File: src/hw/rtl/backslash_escape_decoder_macros.svh
// assertion helpers, clocked on clk
`ifndef BACKSLASH_ESCAPE_DECODER_MACROS_SVH
`define BACKSLASH_ESCAPE_DECODER_MACROS_SVH

`ifndef NO_ASSERTIONS
// checked only outside reset
`define BSD_ASSERT(lbl, prop) \
  lbl: assert property (@(posedge clk) disable iff (!rst_n) (prop)) \
    else $error("bsd assertion failed");
// checked during reset too
`define BSD_ASSERT_RST(lbl, prop) \
  lbl: assert property (@(posedge clk) (prop)) \
    else $error("bsd reset assertion failed");
`else
`define BSD_ASSERT(lbl, prop)
`define BSD_ASSERT_RST(lbl, prop)
`endif

`endif

File: src/hw/rtl/bsd_pkg.sv
package bsd_pkg;

  localparam logic [7:0] CH_BSLASH = 8'h5c;
  localparam logic [7:0] CH_C      = 8'h63;
  localparam logic [7:0] CH_X      = 8'h78;
  localparam logic [7:0] CH_ZERO   = 8'h30;
  localparam logic [7:0] CH_SEVEN  = 8'h37;
  localparam logic [2:0] HEX_DIGITS = 3'd2;
  localparam logic [2:0] OCT_DIGITS = 3'd4;
  localparam int unsigned MAX_RES  = 3;

  typedef struct packed {
    logic [7:0] in_byte;
    logic       end_of_text;
    logic       new_text;
  } in_item_t;

  typedef struct packed {
    logic [7:0] out_byte;
    logic       halt;
    logic       last_of_run;
  } out_item_t;

  typedef struct packed {
    logic [7:0] out_byte;
    logic       halt;
  } res_item_t;

  // results of one request, entry 0 goes out first
  typedef struct packed {
    res_item_t [0:MAX_RES-1] item;
    logic [1:0]              cnt;
  } res_list_t;

  typedef enum logic [3:0] {
    MODE_PLAIN = 4'b0001,
    MODE_ESC   = 4'b0010,
    MODE_HEX   = 4'b0100,
    MODE_OCT   = 4'b1000
  } esc_mode_t;

  // append one result, extra results past the list size are dropped
  function automatic res_list_t push(res_list_t l, logic [7:0] b, logic h);
    res_list_t r;
    r = l;
    if (l.cnt < 2'(MAX_RES)) begin
      r.item[l.cnt] = '{out_byte: b, halt: h};
      r.cnt = l.cnt + 2'd1;
    end
    return r;
  endfunction

  // {valid, digit value}
  function automatic logic [4:0] hex_of(logic [7:0] b);
    logic [4:0] r;
    r = 5'd0;
    if (b >= 8'h30 && b <= 8'h39) begin
      r = {1'b1, 4'(b - 8'h30)};
    end else if (b >= 8'h61 && b <= 8'h66) begin
      r = {1'b1, 4'(b - 8'h57)};
    end else if (b >= 8'h41 && b <= 8'h46) begin
      r = {1'b1, 4'(b - 8'h37)};
    end
    return r;
  endfunction

  // {valid, control byte}
  function automatic logic [8:0] control_of(logic [7:0] b);
    logic [8:0] r;
    unique case (b)
      8'h61:     r = {1'b1, 8'd7};
      8'h62:     r = {1'b1, 8'd8};
      8'h66:     r = {1'b1, 8'd12};
      8'h6e:     r = {1'b1, 8'd10};
      8'h72:     r = {1'b1, 8'd13};
      8'h74:     r = {1'b1, 8'd9};
      8'h76:     r = {1'b1, 8'd11};
      CH_BSLASH: r = {1'b1, CH_BSLASH};
      default:   r = 9'd0;
    endcase
    return r;
  endfunction

endpackage

File: src/hw/rtl/backslash_escape_decoder.sv
// channel | ports                                | payload
// in      | in_valid, in_ready, in_data          | bsd_pkg::in_item_t
// out     | out_valid, out_ready, out_data       | bsd_pkg::out_item_t
// cfg     | cfg_wr_en, cfg_wr_data               | unescape_enable
// a request is decoded in the cycle it is taken; its results (0 to 3) sit in the result
// buffer and leave one per cycle while out_ready is high, the first in the next cycle
// k > 1 results hold in_ready low until one is left; else 1 request per cycle if out_ready
// in_ready is high while the buffer is empty or its last result is being taken
// reset is synchronous on rst_n low: plain text, not halted, escapes off, buffer empty
`include "backslash_escape_decoder_macros.svh"

module backslash_escape_decoder (
  input  logic                clk,
  input  logic                rst_n,
  input  logic                in_valid,
  output logic                in_ready,
  input  bsd_pkg::in_item_t   in_data,
  output logic                out_valid,
  input  logic                out_ready,
  output bsd_pkg::out_item_t  out_data,
  input  logic                cfg_wr_en,
  input  logic                cfg_wr_data
);

  bsd_pkg::esc_mode_t  mode_r, mode_nxt;
  logic [2:0]          dcnt_r, dcnt_nxt;
  logic [8:0]          acc_r, acc_nxt;
  logic                halted_r, halted_nxt;
  logic                en_r;
  bsd_pkg::res_item_t [0:bsd_pkg::MAX_RES-1] buf_r;
  logic [1:0]          cnt_r;

  bsd_pkg::res_list_t  lst;
  logic                plain_b;
  logic [4:0]          hx;
  logic [8:0]          ctl;
  logic [7:0]          b;
  logic                in_acc;
  logic                out_take;

  assign b        = in_data.in_byte;
  assign in_ready = (cnt_r == 2'd0) || (cnt_r == 2'd1 && out_ready);
  assign in_acc   = in_valid && in_ready;
  assign out_valid = cnt_r != 2'd0;
  assign out_take  = out_valid && out_ready;

  assign out_data.out_byte    = buf_r[0].out_byte;
  assign out_data.halt        = buf_r[0].halt;
  assign out_data.last_of_run = cnt_r == 2'd1;

  always_comb begin
    mode_nxt   = mode_r;
    dcnt_nxt   = dcnt_r;
    acc_nxt    = acc_r;
    halted_nxt = halted_r;
    lst        = '0;
    plain_b    = 1'b0;
    hx         = bsd_pkg::hex_of(b);
    ctl        = bsd_pkg::control_of(b);
    if (in_data.new_text) begin
      halted_nxt = 1'b0;
      mode_nxt   = bsd_pkg::MODE_PLAIN;
      dcnt_nxt   = '0;
      acc_nxt    = '0;
    end
    if (!halted_nxt) begin
      if (!en_r) begin
        mode_nxt = bsd_pkg::MODE_PLAIN;
        dcnt_nxt = '0;
        acc_nxt  = '0;
        lst      = bsd_pkg::push(lst, b, 1'b0);
      end else begin
        unique case (mode_nxt)
          bsd_pkg::MODE_PLAIN: plain_b = 1'b1;
          bsd_pkg::MODE_ESC: begin
            mode_nxt = bsd_pkg::MODE_PLAIN;
            dcnt_nxt = '0;
            acc_nxt  = '0;
            if (b == bsd_pkg::CH_C) begin
              lst        = bsd_pkg::push(lst, 8'd0, 1'b1);
              halted_nxt = 1'b1;
            end else if (b == bsd_pkg::CH_X) begin
              mode_nxt = bsd_pkg::MODE_HEX;
            end else if (b == bsd_pkg::CH_ZERO) begin
              mode_nxt = bsd_pkg::MODE_OCT;
              dcnt_nxt = 3'd1;
            end else if (ctl[8]) begin
              lst = bsd_pkg::push(lst, ctl[7:0], 1'b0);
            end else begin
              lst = bsd_pkg::push(lst, bsd_pkg::CH_BSLASH, 1'b0);
              lst = bsd_pkg::push(lst, b, 1'b0);
            end
          end
          bsd_pkg::MODE_HEX: begin
            if (hx[4]) begin
              acc_nxt  = {acc_nxt[4:0], hx[3:0]};
              dcnt_nxt = dcnt_nxt + 3'd1;
              if (dcnt_nxt >= bsd_pkg::HEX_DIGITS) begin
                lst      = bsd_pkg::push(lst, acc_nxt[7:0], 1'b0);
                mode_nxt = bsd_pkg::MODE_PLAIN;
                dcnt_nxt = '0;
                acc_nxt  = '0;
              end
            end else begin
              // no digits yet: the escape stays literal
              if (dcnt_nxt == 3'd0) begin
                lst = bsd_pkg::push(lst, bsd_pkg::CH_BSLASH, 1'b0);
                lst = bsd_pkg::push(lst, bsd_pkg::CH_X, 1'b0);
              end else begin
                lst = bsd_pkg::push(lst, acc_nxt[7:0], 1'b0);
              end
              mode_nxt = bsd_pkg::MODE_PLAIN;
              dcnt_nxt = '0;
              acc_nxt  = '0;
              plain_b  = 1'b1;
            end
          end
          bsd_pkg::MODE_OCT: begin
            if (b >= bsd_pkg::CH_ZERO && b <= bsd_pkg::CH_SEVEN &&
                dcnt_nxt < bsd_pkg::OCT_DIGITS) begin
              acc_nxt  = {acc_nxt[5:0], b[2:0]};
              dcnt_nxt = dcnt_nxt + 3'd1;
              if (dcnt_nxt >= bsd_pkg::OCT_DIGITS) begin
                lst      = bsd_pkg::push(lst, acc_nxt[7:0], 1'b0);
                mode_nxt = bsd_pkg::MODE_PLAIN;
                dcnt_nxt = '0;
                acc_nxt  = '0;
              end
            end else begin
              lst      = bsd_pkg::push(lst, acc_nxt[7:0], 1'b0);
              mode_nxt = bsd_pkg::MODE_PLAIN;
              dcnt_nxt = '0;
              acc_nxt  = '0;
              plain_b  = 1'b1;
            end
          end
          default: ;
        endcase
        // byte handled as plain text, possibly opening a new escape
        if (plain_b) begin
          if (b == bsd_pkg::CH_BSLASH) begin
            mode_nxt = bsd_pkg::MODE_ESC;
            dcnt_nxt = '0;
            acc_nxt  = '0;
          end else begin
            lst = bsd_pkg::push(lst, b, 1'b0);
          end
        end
        if (!halted_nxt && in_data.end_of_text) begin
          unique case (mode_nxt)
            bsd_pkg::MODE_ESC: lst = bsd_pkg::push(lst, bsd_pkg::CH_BSLASH, 1'b0);
            bsd_pkg::MODE_HEX: begin
              if (dcnt_nxt == 3'd0) begin
                lst = bsd_pkg::push(lst, bsd_pkg::CH_BSLASH, 1'b0);
                lst = bsd_pkg::push(lst, bsd_pkg::CH_X, 1'b0);
              end else begin
                lst = bsd_pkg::push(lst, acc_nxt[7:0], 1'b0);
              end
            end
            bsd_pkg::MODE_OCT: lst = bsd_pkg::push(lst, acc_nxt[7:0], 1'b0);
            default: ;
          endcase
        end
        if (halted_nxt || in_data.end_of_text) begin
          mode_nxt = bsd_pkg::MODE_PLAIN;
          dcnt_nxt = '0;
          acc_nxt  = '0;
        end
      end
    end
  end

  always_ff @(posedge clk) begin
    if (!rst_n) begin
      mode_r   <= bsd_pkg::MODE_PLAIN;
      dcnt_r   <= '0;
      acc_r    <= '0;
      halted_r <= 1'b0;
      en_r     <= 1'b0;
      cnt_r    <= '0;
    end else begin
      if (cfg_wr_en) begin
        en_r <= cfg_wr_data;
      end
      if (in_acc) begin
        mode_r   <= mode_nxt;
        dcnt_r   <= dcnt_nxt;
        acc_r    <= acc_nxt;
        halted_r <= halted_nxt;
        cnt_r    <= lst.cnt;
      end else if (out_take) begin
        cnt_r <= cnt_r - 2'd1;
      end
    end
  end

  always_ff @(posedge clk) begin
    if (in_acc) begin
      buf_r <= lst.item;
    end else if (out_take) begin
      buf_r[0] <= buf_r[1];
      buf_r[1] <= buf_r[2];
    end
  end

  `BSD_ASSERT_RST(a_reset_empties, !rst_n |=> cnt_r == 2'd0)
  `BSD_ASSERT(a_halt_is_last, out_valid && out_data.halt |-> out_data.last_of_run)
  `BSD_ASSERT(a_halt_zero_byte, out_valid && out_data.halt |-> out_data.out_byte == 8'd0)
  `BSD_ASSERT(a_halted_silent,
    in_acc && halted_r && !in_data.new_text |=> cnt_r == 2'd0)
  `BSD_ASSERT(a_disabled_plain, in_acc && !en_r |=> mode_r == bsd_pkg::MODE_PLAIN)

endmodule
File: config.mk
export PLATFORM = sky130hd
export DESIGN_NAME = backslash_escape_decoder
export DESIGN_NICKNAME = d
export VERILOG_FILES = /design/src/hw/rtl/bsd_pkg.sv /design/src/hw/rtl/backslash_escape_decoder.sv
export VERILOG_INCLUDE_DIRS = /design/src /design/src/hw/rtl
export SDC_FILE = /design/constraint.sdc
export NUM_CORES = 1
export LEC_CHECK = 0
export BUFFER_PORTS_ARGS = -buffer_cell sky130_fd_sc_hd__buf_4
export CAP_MARGIN = 20
export CORE_UTILIZATION = 60
export CTS_CLUSTER_SIZE = 16
export DETAILED_ROUTE_END_ITERATION = 8
export PLACE_DENSITY = 0.78
export SYNTH_ARGS = -nofsm -noshare
export SYNTH_HDL_FRONTEND = slang
export SYNTH_SLANG_ARGS = --single-unit
export TNS_END_PERCENT = 5
File: constraint.sdc
create_clock -name clk -period 5 [get_ports clk]
set_input_delay 0.25 -clock clk [delete_from_list [all_inputs] [get_ports clk]]
set_output_delay 0.25 -clock clk [all_outputs]
set_load 0.03 [all_outputs]
==> flow_metrics.tcl <==
set metrics [dict create \
    required_ns 5.05 \
    maxSlewHeadroom 0.280 \
    remaining_drc_errors 0 \
    ctsResizeCount 0 \
    drv_slew 0 \
    r2r_setup_slack_ns 1.14 \
    grt_pass1_wl_um 21000 \
    leakage_nw 1.48 \
    end_kind "register" \
    rows 28 \
    wl_per_cell_um 24.3 \
    antenna_cells 0 \
    setup_viol 0 \
    finalPower_mw 1.04 \
    start_util 0.639 \
    area_growth_pct 6.91 \
    status "complete, no violations" \
    crit_chain "inv_1 > ha_1 > inv_1 > nand2_1 > nand2_1 > clkinv_1 > nand2_1 > nor2_1 > o31ai_1 > o21ai_0" \
    grt_pass1_vias 3837 \
    ir_drop_uv 231 \
    crit_buf_inv 3 \
    clkSinkCount 44 \
    worst_slew_pin_slew_ns 1.05 \
    cap_violations 0 \
    cpLargestDelayFamily "simple AND/OR/NAND/NOR gates" \
    critPathMaxStageDelay_ns 0.78 \
    synthFlopType "edfxtp_1" \
    crit_type "reg -> reg" \
    r2r-end "out_data[6]" \
    syn_inst 489 \
    worstHoldStart "rst_n" \
    finClkSkew_ns 0.0250 \
    ys_ff_latch 44 \
    r2r_cells 10 \
    cpMostUsedCell "nand2_1" \
    cp-startpoint "cnt_r[0]" \
    htreeDepth 2 \
    rr_startpoint "cnt_r[0]" \
    finalHoldViolCount 0 \
    antenna_found_initial 0 \
    cts_root_buf "clkbuf_8" \
    drtIter0Drc 701 \
    drtPass1Iterations 5 \
    rsz0062_at_grt "no" \
    syn-cell-area_um2 3870 \
    vias_per_cell 7.65 \
    worstSetupStartpointType "register" \
    cts_buffer_depth 2 \
    fin_crit_ns 3.86 \
    worstHoldPathType "in -> reg" \
    synth_edf_count 25 \
    yosysWarnings 0 \
    whs_endpoint "mode_r[0]" \
    hpwl_um 10200 \
    slowest_stage "clkinv_1" \
    die_x_um 82.4 \
    synthArstFlopShare 0 \
    cts_tree "yes" \
    ios 28 \
    grtUsageTotal 0.424 \
    routed_wl_um 13700 \
    io_buffer_count 27 \
    syn_avg_cell_area_um2 7.92 \
    ys_types 78 \
    die_height_um 82.4 \
    path_clk_slew_ns 0.10 \
    num-nets-final 514 \
    utilization 0.684 \
    arrival_ns 3.91 \
    core_area_um2 6060 \
    finalCritPeriodShare 0.773 \
    setup_tns_ns 0 \
    critPathMaxFanout 21 \
    cts_hold_buf 0 \
    hold_depth 2 \
    cts_setup_buffers 0 \
    n_fill_cell 525 \
    gp_congestion 1.01 \
    drtAntennaViolNets 0 \
    cts_made_buffers 5 \
    layout-drive-gt1-share 0.114 \
    grt_overflow_total 0 \
    clkLatencyLatePin_ns 0.31 \
    fmax_ghz 0.259 \
    power_density_nw_per_um2 250 \
    ys_seq_area_frac 0.292 \
    grt_start_max_net_pins 25 \
    vias 4322 \
    syn_nets 514 \
    die_area_um2 6780 \
]
-- placed cells by master, fill, tap and decap left out, types with 4 or more instances in the layout --
| cell type | Yosys | routed |
|---|---|---|
| a211oi_1 | 12 | 12 |
| a21o_1 | 5 | 5 |
| a21oi_1 | 23 | 23 |
| a221oi_1 | 4 | 4 |
| a22o_1 | 5 | 5 |
| a22oi_1 | 13 | 13 |
| a31oi_1 | 9 | 9 |
| a32oi_1 | 6 | 6 |
| and2_1 | 9 | 9 |
| and3_1 | 12 | 12 |
| buf_4 | 9 | 32 |
| clkbuf_8 | 0 | 5 |
| dfxtp_1 | 19 | 19 |
| edfxtp_1 | 25 | 25 |
| ha_1 | 9 | 9 |
| inv_1 | 15 | 15 |
| mux2i_1 | 8 | 8 |
| nand2_1 | 45 | 45 |
| nand2b_1 | 5 | 5 |
| nand3_1 | 16 | 16 |
| nor2_1 | 50 | 50 |
| nor2b_1 | 7 | 7 |
| nor3_1 | 18 | 18 |
| nor4_1 | 6 | 6 |
| o211ai_1 | 8 | 8 |
| o21ai_0 | 26 | 26 |
| o22ai_1 | 6 | 6 |
| o31ai_1 | 7 | 7 |
| or3_1 | 6 | 6 |
| or4_1 | 4 | 4 |
-- worst max-delay path by stage --
stage	slack (ns)	cells past startpoint	to
global route	1.02	10	out_data[6]
detailed placement	1.28	11	out_data[9]
global placement	1.31	12	buf_r[16]
finish	1.14	10	out_data[6]
CTS	1.28	10	buf_r[16]
floorplan	1.74	11	buf_r[13]
-- worst register-to-register path: stages (launching register included) --
cell,delay [ns]
dfxtp_1,0.41
inv_1,0.07
ha_1,0.21
inv_1,0.08
nand2_1,0.07
nand2_1,0.61
clkinv_1,0.78
nand2_1,0.73
nor2_1,0.28
o31ai_1,0.21
o21ai_0,0.17
-- final cells by class --
cell class	count	area, um^2	area share
multi-input cells	390	2490	0.601
flip-flops and latches	44	1130	0.273
repair buffers	32	240	0.0580
clock buffers	7	97.6	0.0236
well taps	75	93.8	0.0227
inverters	16	60.1	0.0145
clock inverters	1	30.0	0.00725
-- cell families (layout without fill, tap and decap cells) --
family / Yosys count / count (layout) / synth area share
xor gates and xnor gates: 4 / 4 / 0.00904
buffers and inverters: 55 / 56 / 0.0655
and+or+nand+nor: 198 / 198 / 0.260
AOI/OAI and AO/OA: 169 / 169 / 0.318
muxes: 10 / 10 / 0.0265
adders and majority gates: 9 / 9 / 0.0291
DFF: 44 / 44 / 0.292
-- metrics by stage --
stage | area [um^2] | hold slack (ns) | setup WS, ns | std cells
after floorplan | 3870 | 0.312 | 1.74 | 489
after global placement | 4020 | 0.448 | 1.31 | 557
after detailed placement | 4020 | 0.450 | 1.28 | 557
after CTS | 4140 | 0.134 | 1.28 | 565
after global routing | 4140 | 0.130 | 1.02 | 565
final | 4140 | 0.135 | 1.14 | 565
-- sequential cells by signal, summed over array words and instances (netlist names) --
| register | count |
|---|---|
| out_data | 9 |
| halted_r | 1 |
| buf_r | 16 |
| cnt_r | 2 |
| acc_r | 8 |
| dcnt_r | 3 |
| mode_r | 4 |
| en_r | 1 |
-- synthesized netlist by cell type (6+ instances only) --
master,instances,share of area
dfxtp_1,19,0.098
o21ai_0,26,0.034
nor3_1,18,0.023
nand2_1,45,0.044
buf_4,9,0.017
and3_1,12,0.019
and2_1,9,0.015
nor2b_1,7,0.011
a32oi_1,6,0.014
ha_1,9,0.029
nand3_1,16,0.021
o211ai_1,8,0.015
edfxtp_1,25,0.19
a211oi_1,12,0.023
a22oi_1,13,0.025
clkbuf_1,21,0.020
o31ai_1,7,0.014
a21oi_1,23,0.030
mux2i_1,8,0.021
a31oi_1,9,0.015
nor2_1,50,0.048
inv_1,15,0.015
o22ai_1,6,0.0097
nor4_1,6,0.0097
or3_1,6,0.0097
-- where the power goes --
part	total, mW	internal [mW]	switching, mW
sequential	0.453	0.434	0.0190
clock	0.306	0.180	0.126
combinational	0.278	0.0882	0.190
total	1.04	0.702	0.335
-- metal layers --
| metal | up-vias | part of all wire | GRT usage |
|---|---|---|---|
| met3 | 80 | 0.11 | 0.0879 |
| li1 | 1869 | - | - |
| met5 | - | 0 | 0 |
| met1 | 2006 | 0.40 | 0.565 |
| met2 | 367 | 0.43 | 0.659 |
| met4 | 0 | 0.052 | 0.186 |
Note: power is estimated with default switching activity, not from simulation.
